**config.mk**
```make
export PLATFORM = sky130hd
export DESIGN_NAME = c_subset_token_lexer_core
export DESIGN_NICKNAME = d
export VERILOG_FILES = /design/src/ctlex_pkg.sv /design/src/c_subset_token_lexer_core.sv /design/src/ctlex_step.sv
export SDC_FILE = /design/constraint.sdc
export NUM_CORES = 1
export LEC_CHECK = 0
export ABC_AREA = 1
export BUFFER_PORTS_ARGS = -buffer_cell sky130_fd_sc_hd__buf_2
export CORE_UTILIZATION = 63
export DETAILED_ROUTE_END_ITERATION = 10
export GPL_TIMING_DRIVEN = 0
export PLACE_DENSITY = 0.92
export SLEW_MARGIN = 20
export SYNTH_ARGS = -nofsm -noshare
export SYNTH_HDL_FRONTEND = slang
export SYNTH_SLANG_ARGS = --single-unit
```
**constraint.sdc**
```tcl
create_clock -name aclk -period 5.5 [get_ports aclk]
set_clock_uncertainty 0.05 [all_clocks]
set_input_delay 0.275 -clock aclk [delete_from_list [all_inputs] [get_ports aclk]]
set_output_delay 0.275 -clock aclk [all_outputs]
set_load 0.02 [all_outputs]
```
**src/ctlex_pkg.sv**
```systemverilog
// Types, token codes and keyword tables shared by the lexer core and its step logic.
`default_nettype none
package ctlex_pkg;

    typedef enum logic [3:0] {
        KIND_END     = 4'd0,
        KIND_LPAR    = 4'd1,
        KIND_RPAR    = 4'd2,
        KIND_LBRACE  = 4'd3,
        KIND_RBRACE  = 4'd4,
        KIND_SEMI    = 4'd5,
        KIND_INT     = 4'd6,
        KIND_CHAR    = 4'd7,
        KIND_VOID    = 4'd8,
        KIND_RETURN  = 4'd9,
        KIND_IDENT   = 4'd10,
        KIND_NUMBER  = 4'd11,
        KIND_UNKNOWN = 4'd12,
        KIND_ECHO    = 4'd13
    } kind_t;

    typedef enum logic [1:0] {
        MODE_IDLE = 2'd0,
        MODE_WORD = 2'd1,
        MODE_NUM  = 2'd2
    } mode_t;

    localparam int unsigned KW_COUNT   = 4;
    localparam int unsigned FIFO_DEPTH = 4;

    localparam logic [7:0] CH_NEWLINE = 8'h0A;
    localparam logic [7:0] CH_ZERO    = 8'h30;
    localparam logic [7:0] CH_NUL     = 8'h00;

    // Scanner state carried from one byte to the next
    typedef struct packed {
        mode_t       mode;
        logic [3:0]  cand;
        logic [5:0]  wlen;
        logic [31:0] acc;
        logic [15:0] line;
    } lex_state_t;

    // Results raised by one byte, oldest in kind0
    typedef struct packed {
        logic [1:0] count;
        kind_t      kind0;
        kind_t      kind1;
    } lex_res_t;

    function automatic logic [2:0] kw_len(input logic [1:0] k);
        case (k)
            2'd0:    kw_len = 3'd3;
            2'd1:    kw_len = 3'd4;
            2'd2:    kw_len = 3'd4;
            default: kw_len = 3'd6;
        endcase
    endfunction

    function automatic kind_t kw_kind(input logic [1:0] k);
        case (k)
            2'd0:    kw_kind = KIND_INT;
            2'd1:    kw_kind = KIND_CHAR;
            2'd2:    kw_kind = KIND_VOID;
            default: kw_kind = KIND_RETURN;
        endcase
    endfunction

    // Character of keyword k at position pos (pos below its length)
    function automatic logic [7:0] kw_char(input logic [1:0] k, input logic [2:0] pos);
        case ({k, pos})
            {2'd0, 3'd0}: kw_char = "i";
            {2'd0, 3'd1}: kw_char = "n";
            {2'd0, 3'd2}: kw_char = "t";
            {2'd1, 3'd0}: kw_char = "c";
            {2'd1, 3'd1}: kw_char = "h";
            {2'd1, 3'd2}: kw_char = "a";
            {2'd1, 3'd3}: kw_char = "r";
            {2'd2, 3'd0}: kw_char = "v";
            {2'd2, 3'd1}: kw_char = "o";
            {2'd2, 3'd2}: kw_char = "i";
            {2'd2, 3'd3}: kw_char = "d";
            {2'd3, 3'd0}: kw_char = "r";
            {2'd3, 3'd1}: kw_char = "e";
            {2'd3, 3'd2}: kw_char = "t";
            {2'd3, 3'd3}: kw_char = "u";
            {2'd3, 3'd4}: kw_char = "r";
            {2'd3, 3'd5}: kw_char = "n";
            default:      kw_char = 8'h00;
        endcase
    endfunction

endpackage
`default_nettype wire

```
**src/c_subset_token_lexer_core.sv**
```systemverilog
// Top level of the byte-serial lexer for a small C subset.
//
//  channel | direction | handshake              | content
//  --------+-----------+------------------------+------------------------------
//  s_      | in        | s_tvalid / s_tready    | one source byte per word
//  m_      | out       | m_tvalid / m_tready    | one token kind per word
//  cfg_    | in        | cfg_valid / cfg_ready  | start_line register write
//
// One source byte is taken per cycle; each byte is lexed in the cycle it is
// accepted and its zero, one or two token words are pushed into a four-entry
// output queue, which drains one word per cycle from the next cycle on.
// s_tready is high while at least two queue entries are free, so input stalls
// when the sink holds m_tready low, or when a byte raising two
// words follows an earlier one with no silent byte between them.
// Synchronous active-low reset empties the queue, returns the scanner to idle
// and loads start_line with 1. cfg_ready is always high.
`default_nettype none
module c_subset_token_lexer_core #(
    parameter int unsigned LINE_BITS       = 16,
    parameter int unsigned MAX_WORD_LENGTH = 63
) (
    input  wire logic        aclk,
    input  wire logic        aresetn,
    // source_byte [7:0]
    input  wire logic [7:0]  s_tdata,
    input  wire logic        s_tvalid,
    output logic             s_tready,
    // token_kind [3:0], zero above
    output logic [7:0]       m_tdata,
    output logic             m_tvalid,
    input  wire logic        m_tready,
    input  wire logic [15:0] cfg_data,
    input  wire logic        cfg_valid,
    output logic             cfg_ready
);
    import ctlex_pkg::*;

    // Line counter saturates at the smaller of 2^LINE_BITS-1 and the 16-bit limit
    localparam logic [31:0] LIMIT_WIDE = (LINE_BITS >= 16) ? 32'h0000_FFFF :
                                         (32'd1 << LINE_BITS) - 32'd1;
    localparam logic [15:0] LINE_LIMIT = LIMIT_WIDE[15:0];
    localparam int unsigned PTR_W      = $clog2(FIFO_DEPTH);
    localparam int unsigned CNT_W      = $clog2(FIFO_DEPTH + 1);

    lex_state_t        st_reg, st_next;
    lex_state_t        step_nxt;
    lex_res_t          step_res;
    logic [15:0]       start_reg, start_next;
    logic [15:0]       start_clamp, cfg_clamp;

    kind_t             q_mem [FIFO_DEPTH];
    logic [PTR_W-1:0]  head_reg, head_next;
    logic [PTR_W-1:0]  tail_reg, tail_next;
    logic [CNT_W-1:0]  count_reg, count_next;
    logic              s_fire, m_fire;
    logic [1:0]        push_n;

    assign cfg_ready   = 1'b1;
    assign start_clamp = (start_reg > LINE_LIMIT) ? LINE_LIMIT : start_reg;
    assign cfg_clamp   = (cfg_data > LINE_LIMIT) ? LINE_LIMIT : cfg_data;

    assign s_tready = (count_reg <= CNT_W'(FIFO_DEPTH - 2));
    assign s_fire   = s_tvalid && s_tready;
    assign m_tvalid = (count_reg != '0);
    assign m_fire   = m_tvalid && m_tready;
    assign m_tdata  = {4'd0, q_mem[head_reg]};

    ctlex_step #(
        .LINE_LIMIT      (LINE_LIMIT),
        .MAX_WORD_LENGTH (MAX_WORD_LENGTH)
    ) u_step (
        .src_byte    (s_tdata),
        .cur         (st_reg),
        .line_reload (start_clamp),
        .nxt         (step_nxt),
        .res         (step_res)
    );

    // Advance scanner state on an accepted byte; a register write reloads the line
    always_comb begin
        st_next    = s_fire ? step_nxt : st_reg;
        start_next = start_reg;
        if (cfg_valid && cfg_ready) begin
            start_next   = cfg_data;
            st_next.line = cfg_clamp;
        end
    end

    // Queue pointers: push up to two words, pop one
    always_comb begin
        push_n     = s_fire ? step_res.count : 2'd0;
        tail_next  = tail_reg + PTR_W'(push_n);
        head_next  = head_reg + PTR_W'(m_fire);
        count_next = count_reg + CNT_W'(push_n) - CNT_W'(m_fire);
    end

    always_ff @(posedge aclk) begin
        if (!aresetn) begin
            st_reg.mode <= MODE_IDLE;
            st_reg.cand <= 4'd0;
            st_reg.wlen <= 6'd0;
            st_reg.acc  <= 32'd0;
            st_reg.line <= 16'd1;
            start_reg   <= 16'd1;
            head_reg    <= '0;
            tail_reg    <= '0;
            count_reg   <= '0;
        end else begin
            st_reg    <= st_next;
            start_reg <= start_next;
            head_reg  <= head_next;
            tail_reg  <= tail_next;
            count_reg <= count_next;
        end
    end

    // Queue storage: hold the oldest word at the tail pointer, the second one after it
    always_ff @(posedge aclk) begin
        if (push_n != 2'd0) begin
            q_mem[tail_reg] <= step_res.kind0;
        end
        if (push_n == 2'd2) begin
            q_mem[tail_reg + PTR_W'(1)] <= step_res.kind1;
        end
    end

    a_count_bound: assert property (@(posedge aclk) disable iff (!aresetn)
        count_reg <= CNT_W'(FIFO_DEPTH))
        else $error("output queue over-filled");

    a_wlen_bound: assert property (@(posedge aclk) disable iff (!aresetn)
        st_reg.wlen <= 6'(MAX_WORD_LENGTH))
        else $error("word length past its limit");

    a_end_idle: assert property (@(posedge aclk) disable iff (!aresetn)
        (s_fire && s_tdata == CH_NUL) |=> (st_reg.mode == MODE_IDLE))
        else $error("scanner not idle after end of input");

    a_end_line: assert property (@(posedge aclk) disable iff (!aresetn)
        (s_fire && s_tdata == CH_NUL) |=> (st_reg.line == start_clamp))
        else $error("line counter not reloaded after end of input");

    a_line_bound: assert property (@(posedge aclk) disable iff (!aresetn)
        st_reg.line <= LINE_LIMIT)
        else $error("line counter past its limit");

endmodule
`default_nettype wire

```
**src/ctlex_step.sv**
```systemverilog
// Combinational next-state and token logic for one source byte.
`default_nettype none
module ctlex_step #(
    parameter logic [15:0] LINE_LIMIT      = 16'hFFFF,
    parameter int unsigned MAX_WORD_LENGTH = 63
) (
    input  wire logic [7:0]           src_byte,
    input  wire ctlex_pkg::lex_state_t cur,
    input  wire logic [15:0]          line_reload,
    output ctlex_pkg::lex_state_t     nxt,
    output ctlex_pkg::lex_res_t       res
);
    import ctlex_pkg::*;

    logic       is_letter, is_digit, is_space;
    logic [3:0] cand_filt, cand_word;
    logic [5:0] wlen_base, wlen_inc;
    kind_t      word_kind;
    logic       have_end;
    kind_t      end_kind;
    logic       have_own;
    kind_t      own_kind;
    logic [31:0] digit_val;

    assign is_letter = (src_byte >= "a" && src_byte <= "z") ||
                       (src_byte >= "A" && src_byte <= "Z");
    assign is_digit  = (src_byte >= "0" && src_byte <= "9");
    assign is_space  = (src_byte == " ") || (src_byte >= 8'd9 && src_byte <= 8'd13);
    assign digit_val = {24'd0, src_byte - CH_ZERO};

    // Class of the word held so far, first matching keyword wins
    always_comb begin
        word_kind = KIND_IDENT;
        for (int k = KW_COUNT - 1; k >= 0; k--) begin
            if (cur.cand[k] && cur.wlen == {3'd0, kw_len(2'(k))}) begin
                word_kind = kw_kind(2'(k));
            end
        end
    end

    // Candidate filter for the incoming letter or digit; a new word starts at position zero
    assign cand_word = (cur.mode == MODE_WORD) ? cur.cand : 4'hF;
    assign wlen_base = (cur.mode == MODE_WORD) ? cur.wlen : 6'd0;
    assign wlen_inc  = (wlen_base < 6'(MAX_WORD_LENGTH)) ? wlen_base + 6'd1 : wlen_base;

    always_comb begin
        for (int k = 0; k < KW_COUNT; k++) begin
            cand_filt[k] = cand_word[k] && (wlen_base < {3'd0, kw_len(2'(k))}) &&
                           (kw_char(2'(k), wlen_base[2:0]) == src_byte);
        end
    end

    always_comb begin
        nxt      = cur;
        have_end = 1'b0;
        end_kind = KIND_END;
        have_own = 1'b0;
        own_kind = KIND_END;

        if (cur.mode == MODE_WORD && (is_letter || is_digit)) begin
            nxt.cand = cand_filt;
            nxt.wlen = wlen_inc;
            have_own = 1'b1;
            own_kind = KIND_ECHO;
        end else if (cur.mode == MODE_NUM && is_digit) begin
            nxt.acc = (cur.acc << 3) + (cur.acc << 1) + digit_val;
        end else begin
            // Close any pending token, then handle the byte from idle
            case (cur.mode)
                MODE_WORD: begin
                    have_end = 1'b1;
                    end_kind = word_kind;
                end
                MODE_NUM: begin
                    have_end = 1'b1;
                    end_kind = KIND_NUMBER;
                end
                default: ;
            endcase
            nxt.mode = MODE_IDLE;

            if (src_byte == CH_NUL) begin
                have_own = 1'b1;
                own_kind = KIND_END;
                nxt.line = line_reload;
            end else if (is_space) begin
                if (src_byte == CH_NEWLINE && cur.line < LINE_LIMIT) begin
                    nxt.line = cur.line + 16'd1;
                end
            end else if (is_letter) begin
                nxt.mode = MODE_WORD;
                nxt.cand = cand_filt;
                nxt.wlen = wlen_inc;
                have_own = 1'b1;
                own_kind = KIND_ECHO;
            end else if (is_digit) begin
                nxt.mode = MODE_NUM;
                nxt.acc  = digit_val;
            end else begin
                have_own = 1'b1;
                case (src_byte)
                    "(":     own_kind = KIND_LPAR;
                    ")":     own_kind = KIND_RPAR;
                    "{":     own_kind = KIND_LBRACE;
                    "}":     own_kind = KIND_RBRACE;
                    ";":     own_kind = KIND_SEMI;
                    default: own_kind = KIND_UNKNOWN;
                endcase
            end
        end
    end

    always_comb begin
        res.count = {1'b0, have_end} + {1'b0, have_own};
        res.kind0 = have_end ? end_kind : own_kind;
        res.kind1 = own_kind;
    end

endmodule
`default_nettype wire

```
* Word-level counts from Yosys, hierarchy flattened
Memory sizes are Yosys's and may differ from the RTL's. A register that Yosys moved wholly into a read port is not among the register bits.
Index checks and enable logic that the tools add are counted.
** Storage, ports and cells
- Register bits :: 19
- Latch bits :: 0
- Bits in writable memories :: 16
- Bits in read-only memories :: 0
- Bits of input ports :: 29
- Output and inout bits :: 11
- Word-level logic and storage cells :: 132
- Memories :: 1
** Memories
- q_mem :: depth 4, width 4, rd ports 1, clocked after Yosys merged registers in 1, write ports 2, line c_subset_token_lexer_core.sv:51 : kind_t q_mem [FIFO_DEPTH];
** Cells by class
- $add $sub $neg :: 8
- Multiply operators :: 0
- Div/mod/pow operators :: 0
- Order comparisons :: 13
- Equal/unequal tests :: 24
- Shifts and indexed selects :: 0
- Multiplexer cells :: 46
- Bitwise gates (word level) :: 2
- Reductions and logical operators :: 32
** Operator list (number)
- 44-bit two-way mux :: 2
- 32-bit two-way mux :: 2
- 7-bit one-hot mux with 4 select lines :: 2
- 4-bit two-way mux :: 13
- 7-bit one-hot mux with 5 select lines :: 1
- 7-bit by 8-bit == test with 1-bit output :: 4
- 8-bit by 6-bit == test with 1-bit output, second input constant :: 4
- 10-bit two-way mux :: 3
- 7-bit one-hot mux with 3 select lines :: 1
- 1-bit logical AND :: 20
- 4-bit one-hot mux with 5 select lines :: 1
- 8-bit by 7-bit == test with 1-bit output, second input constant :: 2
- 8-bit by 7-bit greater-or-equal comparator with 1-bit output, second input constant :: 2
- 8-bit by 7-bit less-or-equal comparator with 1-bit output, second input constant :: 2
- 1-bit two-way mux :: 13
- 6-bit by 3-bit == test with 1-bit output, second input constant :: 2
- 6-bit by 3-bit less-than comparator with 1-bit output, second input constant :: 2
- 6-bit two-way mux :: 2
- 2-bit two-way mux :: 5
- 8-bit by 4-bit greater-or-equal comparator with 1-bit output, second input constant :: 1
- 8-bit by 6-bit greater-or-equal comparator with 1-bit output, second input constant :: 1
- 8-bit by 4-bit less-or-equal comparator with 1-bit output, second input constant :: 1
- 8-bit by 6-bit less-or-equal comparator with 1-bit output, second input constant :: 1
- 8-bit logical NOT :: 1
- other kinds (28) :: 37

* Logic depth before layout (Yosys ltp)
Gate-level depths: netlist (run 1).
- Depth after elaboration :: 13
- Mapped depth :: 19

* Modules after synthesis
From an unflattened synthesis (run 1), not the netlist that was laid out.
** Second synthesis, totals
- Cells, all modules :: 1581
- Area, all modules :: 9725.6 um^2
** Modules (own cells, without submodules)
- ctlex_step :: times used 1, cells each 1044, area an instance 5499.0 um^2, sequential area each 0.0 um^2
- c_subset_token_lexer_core :: times used 1, cells each 537, area an instance 4226.6 um^2, sequential area each 2142.1 um^2

* Worst setup path after synthesis (run 1)
No wires, ideal clock.
- Kind :: input to register
- Start point :: in s_tdata[4]
- End point :: reg count_reg[2]
- Library setup time :: 0.120 ns
- Arrival :: 2.679 ns
- Required time :: 5.330 ns
- Slack :: 2.651 ns
- Cell stages on the path :: 19
- Cell sequence :: buf_4 nand2_1 nor2_1 nand2_2 inv_2 nand2_1 nand2_1 a21oi_2 ha_1 inv_1 nor2_1 inv_1 ha_1 inv_1 ha_1 fa_1 xor2_1 o21ai_0 a21oi_1
** Between the ends
- Cells in the longest elaborated chain, start to end :: 12
- Elaborated cells on any way between the ends :: 31
- Classes of those cells :: add/sub: 3; order compare: 8; eq/ne: 1; mux: 9; reduce/logical: 10
** RTL lines
- from (decl) :: line c_subset_token_lexer_core.sv:25 : input wire logic [7:0] s_tdata,
- 8-bit by 6-bit greater-or-equal comparator with 1-bit output, or another cell as far along :: line ctlex_step.sv:27 : assign is_digit = (src_byte >= "0" && src_byte <= "9");
- 1-bit logical AND (on tied branches) :: line ctlex_step.sv:27, ctlex_step.sv:25, ctlex_step.sv:26
- 1-bit two-way mux or 1-bit logical OR (tied branches) :: line ctlex_step.sv:96, ctlex_step.sv:25
- 1-bit two-way mux :: line ctlex_step.sv:90 : end else if (is_letter) begin
- 1-bit two-way mux :: line ctlex_step.sv:86 : end else if (is_space) begin
- 1-bit two-way mux :: line ctlex_step.sv:82 : if (src_byte == CH_NUL) begin
- 1-bit two-way mux :: line ctlex_step.sv:65 : end else if (cur.mode == MODE_NUM && is_digit) begin
- 1-bit two-way mux :: line ctlex_step.sv:60 : if (cur.mode == MODE_WORD && (is_letter || is_digit)) begin
- 1-bit by 1-bit adder with 2-bit output (*) :: line ctlex_step.sv:114 : res.count = {1'b0, have_end} + {1'b0, have_own};
- 2-bit two-way mux (*) :: line c_subset_token_lexer_core.sv:91 : push_n = s_fire ? step_res.count : 2'd0;
- 3-bit by 2-bit adder with 3-bit output (*) :: line c_subset_token_lexer_core.sv:94 : count_next = count_reg + CNT_W'(push_n) - CNT_W'(m_fire);
- 3-bit by 1-bit subtractor with 3-bit output (*) :: line c_subset_token_lexer_core.sv:94
- to (signal assigned) :: line c_subset_token_lexer_core.sv:113 : count_reg <= count_next;
- to (decl) :: line c_subset_token_lexer_core.sv:54 : logic [CNT_W-1:0] count_reg, count_next;
Every way passes the cells marked *; elsewhere a longest branch is shown, timed or not.
A chain may end at the register's enable or synchronous reset.

* Worst setup path after layout (run 1)
- Start point :: reg st_reg[59] (netlist bit)
- End point :: reg count_reg[2]
** Between the ends
- Cells in the longest elaborated chain, start to end :: 9
- Elaborated cells on any way between the ends :: 14
- Classes of those cells :: add/sub: 3; eq/ne: 2; mux: 6; reduce/logical: 3
** RTL lines
- from (decl) :: line c_subset_token_lexer_core.sv:45 : lex_state_t st_reg, st_next;
- from (signal assigned) :: line c_subset_token_lexer_core.sv:109 : st_reg <= st_next;
- 2-bit == test or 2-bit by 1-bit == test with 1-bit output (tied branches) :: line ctlex_step.sv:65, ctlex_step.sv:69, ctlex_step.sv:60
- 2-bit OR reduction (no line)
- 1-bit two-way mux :: line ctlex_step.sv:69 : case (cur.mode)
- 1-bit two-way mux :: line ctlex_step.sv:65
- 1-bit two-way mux :: line ctlex_step.sv:60
- 1-bit by 1-bit adder with 2-bit output (*) :: line ctlex_step.sv:114
- 2-bit two-way mux (*) :: line c_subset_token_lexer_core.sv:91
- 3-bit by 2-bit adder with 3-bit output (*) :: line c_subset_token_lexer_core.sv:94
- 3-bit by 1-bit subtractor with 3-bit output (*) :: line c_subset_token_lexer_core.sv:94
Marks and branches as above.

==> results.toml, run 1 <==
[cells_and_area]
drive_gt1_share_pct = 11.1
fin_nets = 521
diodes = 0
largest_reg_flops = 16
area_delta_synth_final_pct = 8.52
final-instance-count-excl-fill = 531

[global_route]
grt_overflow = 0
antenna_found_initial = 0
grt_pass1_wl_um = 12000
grt_max_degree = 12
grt_use_total_pct = 30.8
grt_pass1_vias = 2725

[detailed_routing]
detail_route.wl_per_cell_um = 13.4
route.vias.total = 2935
drc = 0
final_antenna_net_count = 0
totalWireLength_um = 7090
first_iter_violations = 241
dr.pass1.iters = 5
viasPerCell = 5.53

[yosys]
ys_seq_elements = 35
syn-instance-count = 452
synth_top_cell_by_area = "edfxtp_1"
mappedNetlistArea_um2 = 2910
yosysWarnings = 0
syn_area_per_cell_um2 = 6.43
synth_edf_count = 16
synth_area_leaders = "edfxtp_1 17%, nand2_1 16%, dfxtp_1 13%, nor2_1 8.5%, inv_1 6.8%"
yosysUniqueCellTypes = 37
synth-main-ff-cell = "dfxtp_1"
yosys.area.top_type_share_pct = 16.5
synthArstFlopShare_pct = 0
ys_seq_area_share_pct = 29.6

[clocking]
cts_sinks = 35
ctsHoldBuffers = 0
cts.clk_slew.worst_paths_ns = 0.07
clock_latency_ns = 0.29
cts_tree = "done"
cts.path.max_buffers = 2
cts-root-buf = "clkbuf_8"
post_cts_resize_count = 0
numCtsBuffers = 5
post_cts_buffers = 0
htreeDepth = 2

[placement]
dp_hpwl_um = 5600
dp.cells = 523
io_buffer_count = 16
routabilityCongestion = 1.01

[critical_path]
cp_slowest_cell = "fa_1"
path_class = "reg2reg"
required_ns = 5.63
start_kind = "register"
crit_path_max_fanout = 10
crit_chain = "inv_1 > ha_1 > buf_2 > nand2_4 > nand2_1 > ha_1 > inv_1 > nor2_1 > inv_1 > ha_1 > inv_1 > ha_1 > fa_1 > xor2_1 > o21ai_0 > a21oi_1"
max_stage_delay_ns = 0.40
cp.arrival_ns = 3.24
endpoint_kind = "register"

[floorplanning]
die_area_um2 = 4890
initial_core_util_pct = 66.3
die_height_um = 69.9
die_w_um = 69.9
coreArea_um2 = 4380
rows = 24
ios = 40

[timing]
finalSetupViolCount = 0
final.setup.tns_ns = 0
finalMaxSlewViolations = 0
fmax_ghz = 0.321
fin_crit_ns = 3.11
timing.final.crit_share_pct = 56.6
hold_violations = 0
relSlewSlack_pct = 54.2
tightest_slew_ns = 0.680
rsz0062_at_grt = "no"

[power_and_ir_drop]
total_power_w = 0.000897
ir_worst_vdd_v = 0.000212
p_per_area_nw_per_um2 = 284
p_leak_nw = 1.57

[worst_hold_path]
min_path_type = "in2reg"

[flow_run]
maxCapViolations = 0

[run_status]
run_status = "completed"
-- per-stage QoR --
stage	area, um^2	utilization [%]	hold slack (ns)	setup WS, ns
final	3150	71.9	0.228	2.39
after global routing	3150	71.9	0.229	2.21
after CTS	3150	71.9	0.228	2.38
after detailed placement	3060	69.9	0.431	2.27
after global placement	3060	69.9	0.411	2.33
after floorplan	2920	-	0.363	2.65
-- cell usage after synthesis, types with 2 or more instances --
master / number
nand2_1: 121
nor2_1: 66
inv_1: 53
nand3_1: 39
o21ai_0: 34
dfxtp_1: 19
edfxtp_1: 16
a21oi_1: 15
ha_1: 13
buf_4: 7
nor3_1: 7
xor2_1: 7
o22ai_1: 6
a31oi_1: 5
nand2_4: 5
nand4_1: 5
nand2_2: 4
inv_2: 3
a21oi_2: 2
buf_2: 2
clkbuf_1: 2
conb_1: 2
nand3_2: 2
nand3b_1: 2
or2_1: 2
xnor2_1: 2
-- worst paths after layout --
check,start,end,slack [ns],cells past startpoint
worst max-delay path,st_reg[59],count_reg[2],2.39,16
worst max register to register,st_reg[59],count_reg[2],2.39,16
worst min-delay path,aresetn,count_reg[2],0.23,3
worst min register to register,st_reg[59],st_reg[59],0.44,2
-- final cells by class --
cell class / instances / area (um^2)
Buffer: 12 / 81.3
Clock buffer: 7 / 86.3
Clock inverter: 1 / 5.00
Fill cell: 382 / 1230
Inverter: 57 / 216
Multi-Input combinational cell: 351 / 1760
Sequential cell: 35 / 861
Tap cell: 52 / 65.1
Timing Repair Buffer: 16 / 80.1
-- layout by cell type, fill, tap and decap left out, types with 5 or more instances in the layout --
master	instances
nand2_1	121
nor2_1	66
inv_1	53
nand3_1	39
o21ai_0	34
dfxtp_1	19
buf_2	18
edfxtp_1	16
a21oi_1	15
ha_1	13
buf_4	7
nor3_1	7
xor2_1	7
o22ai_1	6
clkbuf_8	6
nand2_4	5
nand4_1	5
a31oi_1	5
conb_1	5
-- critical path: cells and delay by family, from the launching register on --
kind / cells / cell delay [ns]
flip-flops: 1 / 0.33
buffers and inverters: 5 / 0.44
adder cells (fa/ha/maj): 5 / 1.38
XOR/XNOR: 1 / 0.17
AND/OR/NAND/NOR: 3 / 0.38
AO/OA/AOI/OAI: 2 / 0.24
-- metal layers --
| metal | track usage, % | share of wire [%] | vias to the layer above |
|---|---|---|---|
| met5 | 0 | 0 | - |
| met2 | 51.3 | 46 | 88 |
| li1 | - | - | 1504 |
| met1 | 41.2 | 47 | 1326 |
| met4 | 8.89 | 1.6 | 0 |
| met3 | 5.19 | 4.6 | 17 |
-- power by group --
part	leakage [nW]	switching (W)	internal (W)	total [W]
Combinational	1.22	0.000231	0.000121	0.000352
Clock	0.0482	0.0000939	0.000101	0.000195
Sequential	0.301	0.0000275	0.000323	0.000350
Total	1.57	0.000352	0.000545	0.000897
-- cells by family after synthesis --
group	share of synthesized area, %
and+or+nand+nor	38.2
buffers and inverters	10.2
AOI/OAI and AO/OA	12.7
DFF	29.6
adders and majority gates	6.29
xor gates and xnor gates	2.71
other	0.258
(Power assumes the default switching activity.)
==> run 2: changes to the inputs <==
--- a/config.mk
+++ b/config.mk
@@ -7,10 +7,10 @@
 export LEC_CHECK = 0
 export ABC_AREA = 1
 export BUFFER_PORTS_ARGS = -buffer_cell sky130_fd_sc_hd__buf_2
-export CORE_UTILIZATION = 63
+export CORE_UTILIZATION = 58
 export DETAILED_ROUTE_END_ITERATION = 10
 export GPL_TIMING_DRIVEN = 0
-export PLACE_DENSITY = 0.92
+export PLACE_DENSITY = 0.86
 export SLEW_MARGIN = 20
 export SYNTH_ARGS = -nofsm -noshare
 export SYNTH_HDL_FRONTEND = slang
==> constraint.sdc (replaced) <==
create_clock -name aclk -period 3.1 [get_ports aclk]
set_clock_uncertainty 0.05 [all_clocks]
set_input_delay 0.155 -clock aclk [delete_from_list [all_inputs] [get_ports aclk]]
set_output_delay 0.155 -clock aclk [all_outputs]
set_load 0.02 [all_outputs]
==> results.toml, run 2 (synthesis gave the netlist of run 1 again) <==
[run_status]
run_status = "completed"

[flow_run]
maxCapViolations = 0

[floorplanning]
initial_core_util_pct = 60.7
coreArea_um2 = 4790
ios = 40
rows = 25
die_height_um = 72.8
die_w_um = 72.8
die_area_um2 = 5300

[timing]
worst_slack_ns = 0.132
tightest_slew_ns = 0.648
hold_violations = 0
timing.final.crit_share_pct = 95.7
fmax_ghz = 0.337
relSlewSlack_pct = 56.4
finalMaxSlewViolations = 0
fin_crit_ns = 2.97
finalSetupViolCount = 0

[detailed_routing]
drc = 0
final_antenna_net_count = 0
totalWireLength_um = 7080
dr.pass1.iters = 5
viasPerCell = 5.47
detail_route.wl_per_cell_um = 12.9
route.vias.total = 2992
first_iter_violations = 286

[cells_and_area]
fin_nets = 522
mostFrequentLayoutCells = "120 x nand2_1, 65 x nor2_1, 53 x inv_1"
n_fill_cell = 435
ff_latch_area_um2 = 861
diodes = 0
multi_input_area_um2 = 1780
largest_reg_flops = 16
drive_gt1_share_pct = 12.3
area_delta_synth_final_pct = 10.9
final_common_cell = "nand2_1"

[critical_path]
critical_path_depth = 16
critPathBufInv = 5
cp.arrival_ns = 3.10
critPathTopFamily = "adder cells"
crit_path_max_fanout = 10
cp_slowest_cell = "fa_2"
crit_chain = "inv_1 > ha_2 > buf_4 > nand2_4 > nand2_1 > ha_1 > inv_1 > nor2_2 > inv_1 > ha_1 > inv_1 > ha_1 > fa_2 > xor2_2 > o21ai_1 > a21oi_1"
start_kind = "register"
endpoint_kind = "register"
max_stage_delay_ns = 0.35
r2r_cells = 16
path_class = "reg2reg"
cp_common_cell = "inv_1"
required_ns = 3.23

[worst_hold_path]
min_path_type = "in2reg"
worstHoldPathCells = 3

[global_route]
grt_use_total_pct = 28.3
antenna_found_initial = 0
grt_overflow = 0
grt_pass1_wl_um = 11500
grt_max_degree = 12
grt_pass1_vias = 2698

[placement]
dp_hpwl_um = 5550
routabilityCongestion = 0.934
io_buffer_count = 16
pre_cts_slack_ns = -0.0273

[clocking]
clock_latency_ns = 0.29
cts.clk_slew.worst_paths_ns = 0.07
htreeDepth = 2
numCtsBuffers = 5
cts_tree = "done"
cts.path.max_buffers = 2
cts_sinks = 35
cts-root-buf = "clkbuf_8"

[power_and_ir_drop]
total_power_w = 0.00168
p_per_area_nw_per_um2 = 520
ir_worst_vdd_v = 0.000414
p_leak_nw = 1.59
==> run 2: worst paths after layout <==
check	start	end	slack, ns
min	aresetn	tail_reg[1]	0.1
max	st_reg[59]	count_reg[2]	0.13
max reg2reg	st_reg[59]	count_reg[2]	0.13
min reg2reg	st_reg[59]	st_reg[59]	0.46
==> run 2: metrics by stage <==
stage	TNS, ns	utilization, %	hold WS (ns)	cell area, um^2	instances
6_report	0	67.4	0.0969	3220	547
5_1_grt	-0.00416	67.4	0.108	3220	547
4_1_cts	0	66.6	0.0926	3190	546
3_5_place_dp	-0.0273	64.4	0.405	3080	538
3_3_place_gp	0	64.4	0.398	3080	538
2_1_floorplan	0	-	0.243	2920	455
==> run 2: cell type report <==
cell class	count	share of cell area, %
Timing Repair Buffer	17	2.72
Sequential cell	35	26.7
Buffer	12	2.60
Multi-Input combinational cell	351	55.3
Inverter	57	6.71
Clock buffer	5	2.13
Clock inverter	3	1.20
Tap cell	67	2.60
==> run 2: layer usage <==
metal / global-route usage [%] / up-vias / wire length (um)
met5: 0 / - / 0
met4: 8.28 / 0 / 89
met3: 4.28 / 11 / 426
met2: 50.5 / 104 / 3480
met1: 35.3 / 1370 / 3080
li1: - / 1507 / -
==> run 2: worst min-delay path: stages <==
cell	delay, ns
buf_2	0.13
o21ai_0	0.07
a21oi_1	0.04
==> run 2: report_power, final <==
part,switching [W],leakage [nW],total [W],internal (W)
registers,0.0000485,0.301,0.000621,0.000573
clock network,0.000167,0.0556,0.000403,0.000235
logic,0.000423,1.23,0.000652,0.000229
==> run 2: what timing repair did <==
item	CTS	global route
cloned	0	0
endpoints found under the setup margin	1	1
hold buffers	0	0
endpoints found under the hold margin	0	0
pin swaps	0	0
gates resized for setup	1	8
buffers inserted	0	1
